--- src/rtfp_pkg.sv ---
// ----------------------------------------------------------------------------
// rtfp_pkg: shared types and constants for the radar target frame parser
// Item kinds, event codes, frame byte values and frame positions.
// ----------------------------------------------------------------------------
package rtfp_pkg;

  // Input mode codes as they arrive on the port
  localparam logic [1:0] MODE_BYTE  = 2'd0;
  localparam logic [1:0] MODE_ERROR = 2'd1;
  localparam logic [1:0] MODE_TICK  = 2'd2;

  typedef enum logic [1:0] {
    OP_BYTE  = 2'd0,
    OP_ERROR = 2'd1,
    OP_TICK  = 2'd2,
    OP_NONE  = 2'd3
  } op_kind_t;

  typedef struct packed {
    op_kind_t    kind;
    logic [7:0]  data;
  } op_t;

  typedef enum logic [1:0] {
    EV_NONE   = 2'd0,
    EV_ACCEPT = 2'd1,
    EV_REJECT = 2'd2,
    EV_LINK   = 2'd3
  } event_t;

  // Frame byte values
  localparam logic [7:0] SYNC0      = 8'hF4;
  localparam logic [7:0] SYNC1      = 8'hF3;
  localparam logic [7:0] SYNC2      = 8'hF2;
  localparam logic [7:0] SYNC3      = 8'hF1;
  localparam logic [7:0] LEN_LO     = 8'h0D;
  localparam logic [7:0] LEN_HI     = 8'h00;
  localparam logic [7:0] TYPE_BASIC = 8'h02;
  localparam logic [7:0] HEAD_BYTE  = 8'hAA;
  localparam logic [7:0] TAIL_LO    = 8'h55;
  localparam logic [7:0] TAIL_HI    = 8'h00;
  localparam logic [7:0] FOOT0      = 8'hF8;
  localparam logic [7:0] FOOT1      = 8'hF7;
  localparam logic [7:0] FOOT2      = 8'hF6;
  localparam logic [7:0] FOOT3      = 8'hF5;
  localparam logic [7:0] STATE_MAX  = 8'd3;
  localparam logic [7:0] ENERGY_MAX = 8'd100;

  // Frame positions (index of the byte being received)
  localparam int unsigned POS_W = 5;
  localparam logic [POS_W-1:0] POS_HDR_END = 5'd4;
  localparam logic [POS_W-1:0] POS_LEN_LO  = 5'd4;
  localparam logic [POS_W-1:0] POS_LEN_HI  = 5'd5;
  localparam logic [POS_W-1:0] POS_TYPE    = 5'd6;
  localparam logic [POS_W-1:0] POS_HEAD    = 5'd7;
  localparam logic [POS_W-1:0] POS_STATE   = 5'd8;
  localparam logic [POS_W-1:0] POS_MV_LO   = 5'd9;
  localparam logic [POS_W-1:0] POS_MV_HI   = 5'd10;
  localparam logic [POS_W-1:0] POS_MV_EN   = 5'd11;
  localparam logic [POS_W-1:0] POS_ST_LO   = 5'd12;
  localparam logic [POS_W-1:0] POS_ST_HI   = 5'd13;
  localparam logic [POS_W-1:0] POS_ST_EN   = 5'd14;
  localparam logic [POS_W-1:0] POS_TAIL_LO = 5'd17;
  localparam logic [POS_W-1:0] POS_TAIL_HI = 5'd18;
  localparam logic [POS_W-1:0] POS_FOOT0   = 5'd19;
  localparam logic [POS_W-1:0] POS_FOOT1   = 5'd20;
  localparam logic [POS_W-1:0] POS_FOOT2   = 5'd21;
  localparam logic [POS_W-1:0] POS_LAST    = 5'd22;
  localparam logic [POS_W-1:0] FRAME_LEN   = 5'd23;

  localparam int unsigned AGE_W = 17;
  localparam logic [AGE_W-1:0] AGE_MAX = 17'h1FFFF;

  localparam logic [15:0] TIMEOUT_RESET = 16'd1500;

  function automatic logic [7:0] sync_byte(input logic [1:0] idx);
    logic [7:0] r;
    begin
      case (idx)
        2'd0:    r = SYNC0;
        2'd1:    r = SYNC1;
        2'd2:    r = SYNC2;
        default: r = SYNC3;
      endcase
      return r;
    end
  endfunction

endpackage

--- src/rtfp_front.sv ---
// ----------------------------------------------------------------------------
// rtfp_front: input side of the frame parser
// Accepts input words, classifies them into operations and queues them
// in a two-entry queue for the back end.
// ----------------------------------------------------------------------------
module rtfp_front (
  input  logic           clk,
  input  logic           rst,
  input  logic           in_valid,
  output logic           in_ready,
  input  logic [1:0]     mode,
  input  logic [7:0]     data_byte,
  output logic           q_valid,
  input  logic           q_ready,
  output rtfp_pkg::op_t  q_op
);

  rtfp_pkg::op_t op_in;
  rtfp_pkg::op_t slots [2];
  logic [1:0]    count;
  logic          wr_ptr;
  logic          rd_ptr;
  logic          push;
  logic          pop;

  always_comb begin
    op_in.data = data_byte;
    case (mode)
      rtfp_pkg::MODE_BYTE:  op_in.kind = rtfp_pkg::OP_BYTE;
      rtfp_pkg::MODE_ERROR: op_in.kind = rtfp_pkg::OP_ERROR;
      rtfp_pkg::MODE_TICK:  op_in.kind = rtfp_pkg::OP_TICK;
      default:              op_in.kind = rtfp_pkg::OP_NONE;
    endcase
  end

  assign in_ready = (count != 2'd2);
  assign q_valid  = (count != 2'd0);
  assign q_op     = slots[rd_ptr];
  assign push     = in_valid && in_ready;
  assign pop      = q_valid && q_ready;

  always_ff @(posedge clk) begin
    if (push) begin
      slots[wr_ptr] <= op_in;
    end
  end

  always_ff @(posedge clk) begin
    if (rst) begin
      count  <= 2'd0;
      wr_ptr <= 1'b0;
      rd_ptr <= 1'b0;
    end else begin
      if (push) begin
        wr_ptr <= ~wr_ptr;
      end
      if (pop) begin
        rd_ptr <= ~rd_ptr;
      end
      case ({push, pop})
        2'b10:   count <= count + 2'd1;
        2'b01:   count <= count - 2'd1;
        default: count <= count;
      endcase
    end
  end

endmodule

--- src/rtfp_back.sv ---
// ----------------------------------------------------------------------------
// rtfp_back: execution side of the frame parser
// Runs the byte sync parser, target hold and age logic and the counters,
// one queued operation per cycle while results are taken, into a registered result.
// ----------------------------------------------------------------------------
module rtfp_back #(
  parameter int unsigned COUNTER_BITS = 32
) (
  input  logic                    clk,
  input  logic                    rst,
  input  logic                    q_valid,
  output logic                    q_ready,
  input  rtfp_pkg::op_t           q_op,
  input  logic [15:0]             online_timeout_ms,
  output logic                    out_valid,
  input  logic                    out_ready,
  output logic [1:0]              event_code,
  output logic [1:0]              target_state,
  output logic [15:0]             distance_cm,
  output logic [15:0]             moving_distance_cm,
  output logic [6:0]              moving_energy,
  output logic [15:0]             still_distance_cm,
  output logic [6:0]              still_energy,
  output logic                    online,
  output logic                    presence,
  output logic [COUNTER_BITS-1:0] good_cnt,
  output logic [COUNTER_BITS-1:0] bad_cnt,
  output logic [COUNTER_BITS-1:0] err_cnt
);

  localparam int unsigned PW = rtfp_pkg::POS_W;
  localparam int unsigned AW = rtfp_pkg::AGE_W;

  logic                    pop;
  rtfp_pkg::event_t        ev, ev_next;
  logic [PW-1:0]           pos, pos_next;
  logic                    len_ok, len_ok_next;
  logic                    body_ok, body_ok_next;
  logic [1:0]              cap_state, cap_state_next;
  logic [15:0]             cap_mv, cap_mv_next;
  logic [15:0]             cap_st, cap_st_next;
  logic [6:0]              cap_mve, cap_mve_next;
  logic [6:0]              cap_ste, cap_ste_next;
  logic [1:0]              held_state, held_state_next;
  logic [15:0]             held_dist, held_dist_next;
  logic [15:0]             held_mv, held_mv_next;
  logic [15:0]             held_st, held_st_next;
  logic [6:0]              held_mve, held_mve_next;
  logic [6:0]              held_ste, held_ste_next;
  logic [AW-1:0]           age, age_next;
  logic                    seen, seen_next;
  logic [COUNTER_BITS-1:0] good, good_next;
  logic [COUNTER_BITS-1:0] bad, bad_next;
  logic [COUNTER_BITS-1:0] errs, errs_next;
  logic [7:0]              b;

  function automatic logic [15:0] pick_distance(input logic [1:0] st_code,
                                                input logic [15:0] mv,
                                                input logic [15:0] sd);
    logic [15:0] r;
    begin
      case (st_code)
        2'd1: r = mv;
        2'd2: r = sd;
        2'd3: begin
          if (mv == 16'd0) begin
            r = sd;
          end else if (sd == 16'd0) begin
            r = mv;
          end else begin
            r = (mv < sd) ? mv : sd;
          end
        end
        default: r = 16'd0;
      endcase
      return r;
    end
  endfunction

  assign q_ready = !out_valid || out_ready;
  assign pop     = q_valid && q_ready;
  assign b       = q_op.data;

  always_comb begin
    ev_next         = rtfp_pkg::EV_NONE;
    pos_next        = pos;
    len_ok_next     = len_ok;
    body_ok_next    = body_ok;
    cap_state_next  = cap_state;
    cap_mv_next     = cap_mv;
    cap_st_next     = cap_st;
    cap_mve_next    = cap_mve;
    cap_ste_next    = cap_ste;
    held_state_next = held_state;
    held_dist_next  = held_dist;
    held_mv_next    = held_mv;
    held_st_next    = held_st;
    held_mve_next   = held_mve;
    held_ste_next   = held_ste;
    age_next        = age;
    seen_next       = seen;
    good_next       = good;
    bad_next        = bad;
    errs_next       = errs;

    case (q_op.kind)
      rtfp_pkg::OP_BYTE: begin
        if (pos < rtfp_pkg::POS_HDR_END) begin
          if (b == rtfp_pkg::sync_byte(pos[1:0])) begin
            pos_next = pos + PW'(1);
          end else if (b == rtfp_pkg::SYNC0) begin
            pos_next = PW'(1);
          end else begin
            pos_next = '0;
          end
        end else if (pos >= rtfp_pkg::FRAME_LEN) begin
          pos_next = '0;
        end else begin
          pos_next = pos + PW'(1);
          case (pos)
            rtfp_pkg::POS_LEN_LO: len_ok_next = (b == rtfp_pkg::LEN_LO);
            rtfp_pkg::POS_LEN_HI: begin
              if (!(len_ok && (b == rtfp_pkg::LEN_HI))) begin
                ev_next  = rtfp_pkg::EV_REJECT;
                bad_next = bad + COUNTER_BITS'(1);
                pos_next = '0;
              end
            end
            rtfp_pkg::POS_TYPE: body_ok_next = (b == rtfp_pkg::TYPE_BASIC);
            rtfp_pkg::POS_HEAD: body_ok_next = body_ok && (b == rtfp_pkg::HEAD_BYTE);
            rtfp_pkg::POS_STATE: begin
              body_ok_next   = body_ok && (b <= rtfp_pkg::STATE_MAX);
              cap_state_next = b[1:0];
            end
            rtfp_pkg::POS_MV_LO: cap_mv_next[7:0]  = b;
            rtfp_pkg::POS_MV_HI: cap_mv_next[15:8] = b;
            rtfp_pkg::POS_MV_EN: begin
              body_ok_next = body_ok && (b <= rtfp_pkg::ENERGY_MAX);
              cap_mve_next = b[6:0];
            end
            rtfp_pkg::POS_ST_LO: cap_st_next[7:0]  = b;
            rtfp_pkg::POS_ST_HI: cap_st_next[15:8] = b;
            rtfp_pkg::POS_ST_EN: begin
              body_ok_next = body_ok && (b <= rtfp_pkg::ENERGY_MAX);
              cap_ste_next = b[6:0];
            end
            rtfp_pkg::POS_TAIL_LO: body_ok_next = body_ok && (b == rtfp_pkg::TAIL_LO);
            rtfp_pkg::POS_TAIL_HI: body_ok_next = body_ok && (b == rtfp_pkg::TAIL_HI);
            rtfp_pkg::POS_FOOT0:   body_ok_next = body_ok && (b == rtfp_pkg::FOOT0);
            rtfp_pkg::POS_FOOT1:   body_ok_next = body_ok && (b == rtfp_pkg::FOOT1);
            rtfp_pkg::POS_FOOT2:   body_ok_next = body_ok && (b == rtfp_pkg::FOOT2);
            rtfp_pkg::POS_LAST: begin
              pos_next = '0;
              if (body_ok && (b == rtfp_pkg::FOOT3)) begin
                ev_next         = rtfp_pkg::EV_ACCEPT;
                held_state_next = cap_state;
                held_mv_next    = cap_mv;
                held_st_next    = cap_st;
                held_mve_next   = cap_mve;
                held_ste_next   = cap_ste;
                held_dist_next  = pick_distance(cap_state, cap_mv, cap_st);
                age_next        = '0;
                seen_next       = 1'b1;
                good_next       = good + COUNTER_BITS'(1);
              end else begin
                ev_next  = rtfp_pkg::EV_REJECT;
                bad_next = bad + COUNTER_BITS'(1);
              end
            end
            default: ;
          endcase
        end
      end
      rtfp_pkg::OP_ERROR: begin
        ev_next   = rtfp_pkg::EV_LINK;
        errs_next = errs + COUNTER_BITS'(1);
        pos_next  = '0;
      end
      rtfp_pkg::OP_TICK: begin
        if (age != rtfp_pkg::AGE_MAX) begin
          age_next = age + AW'(1);
        end
        // drop the target once the age runs past the timeout
        if (seen && (age_next > {1'b0, online_timeout_ms})) begin
          held_state_next = '0;
          held_dist_next  = '0;
          held_mv_next    = '0;
          held_st_next    = '0;
          held_mve_next   = '0;
          held_ste_next   = '0;
        end
      end
      default: ;
    endcase
  end

  always_ff @(posedge clk) begin
    if (rst) begin
      out_valid  <= 1'b0;
      ev         <= rtfp_pkg::EV_NONE;
      pos        <= '0;
      held_state <= '0;
      held_dist  <= '0;
      held_mv    <= '0;
      held_st    <= '0;
      held_mve   <= '0;
      held_ste   <= '0;
      age        <= '0;
      seen       <= 1'b0;
      good       <= '0;
      bad        <= '0;
      errs       <= '0;
    end else begin
      if (pop) begin
        out_valid  <= 1'b1;
        ev         <= ev_next;
        pos        <= pos_next;
        held_state <= held_state_next;
        held_dist  <= held_dist_next;
        held_mv    <= held_mv_next;
        held_st    <= held_st_next;
        held_mve   <= held_mve_next;
        held_ste   <= held_ste_next;
        age        <= age_next;
        seen       <= seen_next;
        good       <= good_next;
        bad        <= bad_next;
        errs       <= errs_next;
      end else if (out_ready) begin
        out_valid <= 1'b0;
      end
    end
  end

  // frame capture: written within the current frame before it is read
  always_ff @(posedge clk) begin
    if (pop) begin
      len_ok    <= len_ok_next;
      body_ok   <= body_ok_next;
      cap_state <= cap_state_next;
      cap_mv    <= cap_mv_next;
      cap_st    <= cap_st_next;
      cap_mve   <= cap_mve_next;
      cap_ste   <= cap_ste_next;
    end
  end

  assign event_code         = ev;
  assign target_state       = held_state;
  assign distance_cm        = held_dist;
  assign moving_distance_cm = held_mv;
  assign moving_energy      = held_mve;
  assign still_distance_cm  = held_st;
  assign still_energy       = held_ste;
  assign online             = seen && (age <= {1'b0, online_timeout_ms});
  assign presence           = online && (held_state != 2'd0);
  assign good_cnt           = good;
  assign bad_cnt            = bad;
  assign err_cnt            = errs;

endmodule

--- src/radar_target_frame_parser.sv ---
// ----------------------------------------------------------------------------
// radar_target_frame_parser: basic-target frame parser for a radar sensor
// Parses the serial frame stream, holds the latest target report, ages it
// out on millisecond ticks and counts good, bad and link-error events.
// ----------------------------------------------------------------------------
// Each input word is a received byte (mode 0), a receive error (mode 1) or a
// one-millisecond tick (mode 2); mode 3 is ignored but still answered. Every
// accepted word gives exactly one result word carrying the event code and
// the full state after the update. The block takes one word per cycle while
// its results are taken: the front end queues words in a two-entry queue and
// the back end retires one queued word per cycle into its output register,
// so throughput is one word per clock when the output does not stall. The
// queue lets the input keep flowing while a result waits, until it is full.
// Frames are 23 bytes: header F4 F3 F2 F1, length 0D 00, type 02, head AA,
// state, moving distance (LE16), moving energy, still distance (LE16), still
// energy, two free bytes, tail 55 00, footer F8 F7 F6 F5. A bad length is
// rejected at the sixth byte; any other fault is rejected at the last byte.
// Write online_timeout_ms only while no word is in flight.
// ----------------------------------------------------------------------------
module radar_target_frame_parser #(
  parameter int unsigned COUNTER_BITS = 32
) (
  input  logic        clk,
  input  logic        rst,
  // input channel
  input  logic        in_valid,
  output logic        in_ready,
  input  logic [1:0]  mode,
  input  logic [7:0]  data_byte,
  // result channel
  output logic        out_valid,
  input  logic        out_ready,
  output logic [1:0]  event_code,
  output logic [1:0]  target_state,
  output logic [15:0] distance_cm,
  output logic [15:0] moving_distance_cm,
  output logic [6:0]  moving_energy,
  output logic [15:0] still_distance_cm,
  output logic [6:0]  still_energy,
  output logic        online,
  output logic        presence,
  output logic [31:0] good_frames,
  output logic [31:0] bad_frames,
  output logic [31:0] link_errors,
  // timeout register write
  input  logic        cfg_wr_en,
  input  logic [15:0] cfg_wr_data
);

  logic                    q_valid;
  logic                    q_ready;
  rtfp_pkg::op_t           q_op;
  logic [15:0]             online_timeout_ms;
  logic [COUNTER_BITS-1:0] good_cnt;
  logic [COUNTER_BITS-1:0] bad_cnt;
  logic [COUNTER_BITS-1:0] err_cnt;

  // hold the timeout register; the user writes it only while idle, the block itself does not enforce this
  always_ff @(posedge clk) begin
    if (rst) begin
      online_timeout_ms <= rtfp_pkg::TIMEOUT_RESET;
    end else if (cfg_wr_en) begin
      online_timeout_ms <= cfg_wr_data;
    end
  end

  // classify and queue incoming words
  rtfp_front u_front (
    .clk       (clk),
    .rst       (rst),
    .in_valid  (in_valid),
    .in_ready  (in_ready),
    .mode      (mode),
    .data_byte (data_byte),
    .q_valid   (q_valid),
    .q_ready   (q_ready),
    .q_op      (q_op)
  );

  // parse, age and count, one queued word per cycle while results are taken
  rtfp_back #(
    .COUNTER_BITS (COUNTER_BITS)
  ) u_back (
    .clk                (clk),
    .rst                (rst),
    .q_valid            (q_valid),
    .q_ready            (q_ready),
    .q_op               (q_op),
    .online_timeout_ms  (online_timeout_ms),
    .out_valid          (out_valid),
    .out_ready          (out_ready),
    .event_code         (event_code),
    .target_state       (target_state),
    .distance_cm        (distance_cm),
    .moving_distance_cm (moving_distance_cm),
    .moving_energy      (moving_energy),
    .still_distance_cm  (still_distance_cm),
    .still_energy       (still_energy),
    .online             (online),
    .presence           (presence),
    .good_cnt           (good_cnt),
    .bad_cnt            (bad_cnt),
    .err_cnt            (err_cnt)
  );

  // resize the wrapping counters to the port width (zero-extend or truncate)
  assign good_frames = 32'(good_cnt);
  assign bad_frames  = 32'(bad_cnt);
  assign link_errors = 32'(err_cnt);

endmodule

--- config.mk ---
export PLATFORM = sky130hd
export DESIGN_NAME = radar_target_frame_parser
export DESIGN_NICKNAME = d
export VERILOG_FILES = /design/src/rtfp_pkg.sv /design/src/rtfp_front.sv /design/src/rtfp_back.sv /design/src/radar_target_frame_parser.sv
export SDC_FILE = /design/constraint.sdc
export NUM_CORES = 1
export LEC_CHECK = 0
export BUFFER_PORTS_ARGS = -buffer_cell sky130_fd_sc_hd__buf_2
export CORE_MARGIN = 2
export CORE_UTILIZATION = 30
export DETAILED_ROUTE_END_ITERATION = 8
export GPL_TIMING_DRIVEN = 0
export PLACE_DENSITY = 0.49
export SLEW_MARGIN = 30
export SYNTH_ARGS = -nofsm -noshare
export SYNTH_HDL_FRONTEND = slang
export SYNTH_SLANG_ARGS = --single-unit
--- constraint.sdc ---
create_clock -name clk -period 6.95 [get_ports clk]
set_input_delay 1.7375 -clock clk [delete_from_list [all_inputs] [get_ports clk]]
set_output_delay 1.7375 -clock clk [all_outputs]
set_load 0.02 [all_outputs]
==> impl_metrics.json <==
{
  "status": "completed",
  "core_area_um2": 42000,
  "wl_um": 36300,
  "yosys_warnings": 0,
  "cp.required_ns": 7.42,
  "layout_commonest_cell": "dfxtp_1",
  "antenna_found_initial": 8,
  "dp_hpwl_um": 27100,
  "drc": 0,
  "grt_max_degree": 15,
  "num_io_pins": 197,
  "seq_area_frac_synth": 0.488,
  "die_h_um": 210,
  "yosys.area.top_type": "dfxtp_1",
  "routedWlPerCell_um": 17.4,
  "setup_violations": 0,
  "most-common-layout-cells": "207 x dfxtp_1, 197 x buf_2, 134 x nor2_1",
  "port_buffers": 193,
  "max-slew-margin-rel": 0.395,
  "fp-row-count": 75,
  "numCtsBuffers": 35,
  "fmax_mhz": 180,
  "clock_skew_ns": 0.0201,
  "yosysUniqueCellTypes": 79,
  "drtPass1Iterations": 4,
  "gp_congestion": 0.816,
  "final_nets": 1607,
  "period_needed_ns": 5.56,
  "hold_class": "reg -> reg",
  "grt_use_total": 0.163,
  "final.period_utilization": 0.800,
  "leakagePower_nw": 6.33,
  "power_density_nw_per_um2": 260,
  "fin_total_pwr_mw": 4.07,
  "ant_nets": 0,
  "clockBufferDepth": 3,
  "ir_drop_v": 0.000173,
  "synth_seq_cells": 277,
  "viasPerCell": 5.00,
  "cts_hold_buf": 0,
  "synthToLayoutAreaGrowth_pct": 22.3,
  "via_count": 10400,
  "cts.sinks": 277,
  "hold_violations": 0,
  "drt_iter0_drc": 502,
  "final_area_um2": 15600,
  "post_cts_resized": 0,
  "start_kind": "flip-flop",
  "worst_slew_pin_slew_ns": 0.900,
  "maxCapViolCount": 0,
  "post-route-util": 0.372,
  "dpl_cell_area_um2": 14500,
  "synth_nets": 1377,
  "critPathMaxFanout": 10,
  "post-cts-setup-buffer-count": 0,
  "initial_utilization": 0.304,
  "tritoncts": "built",
  "fill_cells": 4283,
  "cts_root_buffer": "clkbuf_16",
  "avgSynthCellArea_um2": 9.91,
  "grt_first_pass_wirelength_um": 57400,
  "rsz0062_at_grt": "no",
  "die-area_um2": 44300,
  "grt-ovfl-total": 0,
  "clock_latency_ns": 0.53,
  "grt_pass1_vias": 10300,
  "cp-end-kind": "flip-flop",
  "tns_ns": 0,
  "async_flop_share": 0,
  "chipWidth_um": 210,
  "synthesis.instances": 1290,
  "drive_above_1_share": 0.190,
  "cp_data_arrival_time_ns": 6.03,
  "synth_edf_count": 70,
  "synthTopCellsByArea": "dfxtp_1 32%, edfxtp_1 16%, ha_1 5.5%",
  "criticalPathCategory": "reg -> reg",
  "ys.flop_type": "dfxtp_1",
  "slew_violations": 0,
  "clk_pin_slew_ns": 0.06,
  "syn-cell-area_um2": 12800,
  "synth.top_cell.area_share": 0.324,
  "htree_levels": 2
}
[layout make-up]
class | count | area (um^2) | share of cell area
clock inverter | 16 | 168 | 0.0107
antenna | 2 | 5.00 | 0.000320
timing repair buffer | 193 | 966 | 0.0617
multi-input combinational | 898 | 6120 | 0.391
inverter | 57 | 214 | 0.0137
clock buffer | 46 | 1010 | 0.0646
tap | 539 | 674 | 0.0431
buffer | 58 | 238 | 0.0152
sequential | 277 | 6250 | 0.399
[path summary, 6_finish.rpt]
kind | start | to | slack (ns) | cells after the start
hold / removal | u_back.cap_mve[4] | u_back.moving_energy[4] | 0.45 | 1
setup reg to reg | u_back.age[4] | u_back.moving_distance_cm[15] | 1.39 | 16
hold reg to reg | u_back.cap_mve[4] | u_back.moving_energy[4] | 0.45 | 1
setup / recovery | u_back.age[4] | u_back.moving_distance_cm[15] | 1.39 | 16
[logic make-up (layout without fill, tap and decap cells)]
kind of cell,Yosys count,count (layout),synth area share
adder cells (fa/ha/maj),56,56,0.0548
other,0,2,0
multiplexers,27,27,0.0239
XOR/XNOR,89,89,0.0609
buffers and inverters,115,370,0.0353
AND/OR/NAND/NOR,469,469,0.190
flip-flops,277,277,0.488
AO/OA/AOI/OAI,257,257,0.147
[registers in the layout, summed over array words and instances (netlist names), 2 cells and up, named ones only]
register,count
u_back.still_energy,7
u_back.bad_cnt,32
u_back.moving_energy,7
u_back.still_distance_cm,16
u_back.event_code,2
u_back.pos,5
u_back.cap_mve,7
u_back.cap_state,2
u_front.slots,20
u_back.good_cnt,32
u_back.target_state,2
u_back.distance_cm,16
u_back.cap_st,16
u_back.cap_mv,16
u_back.cap_ste,7
u_back.moving_distance_cm,16
u_back.age,17
u_back.err_cnt,32
online_timeout_ms,16
u_front.count,2
[report_power, final]
group	switching, mW	internal (mW)
Combinational	0.311	0.159
Clock	0.702	1.14
Sequential	0.0331	1.73
Total	1.05	3.03
[synthesized netlist by cell type (all sizes together), types with 11 or more instances]
| library cell | count |
|---|---|
| inv | 56 |
| nor4 | 21 |
| dfxtp | 207 |
| nor3 | 39 |
| edfxtp | 70 |
| o21a | 12 |
| xnor2 | 37 |
| nand4 | 39 |
| nor2b | 13 |
| nor2 | 134 |
| o2bb2ai | 17 |
| nand2 | 82 |
| a21o | 11 |
| nand3 | 46 |
| xor2 | 52 |
| ha | 56 |
| and2 | 13 |
| mux2i | 18 |
| or3 | 19 |
| a22oi | 17 |
| a22o | 56 |
| o21ai | 29 |
| clkbuf | 48 |
| a21oi | 54 |
| and3 | 23 |
[stage by stage]
step	worst slack, ns	instances	hold WS (ns)
after floorplan	2.30	1290	0.436
final	1.39	2086	0.449
after CTS	1.09	2084	0.451
after detailed placement	1.11	2022	0.445
after global placement	1.14	2022	0.441
after global routing	1.02	2084	0.470
[layer usage]
metal,GRT usage,routed length [um],up-vias,share of wire
li1,-,-,5181,-
met1,0.212,16700,4931,0.46
met2,0.261,16200,245,0.45
met3,0.0504,2630,56,0.072
met4,0.0498,738,12,0.020
met5,0,75,-,0.0021
[worst max-delay path, cell delays in order (launching register included)]
cell	delay (ns)
dfxtp_1	0.34
clkbuf_1	0.34
nand4_1	0.27
nor4_2	0.66
a211o_1	0.38
nor2_1	0.14
and3_1	0.21
xor2_1	0.16
ha_1	0.30
nand4_1	0.15
nor3_1	0.33
nand2b_1	0.15
a21oi_1	0.04
or4_1	0.53
a31oi_2	0.66
clkbuf_1	0.57
a22o_1	0.25
(Power assumes the default switching activity.)
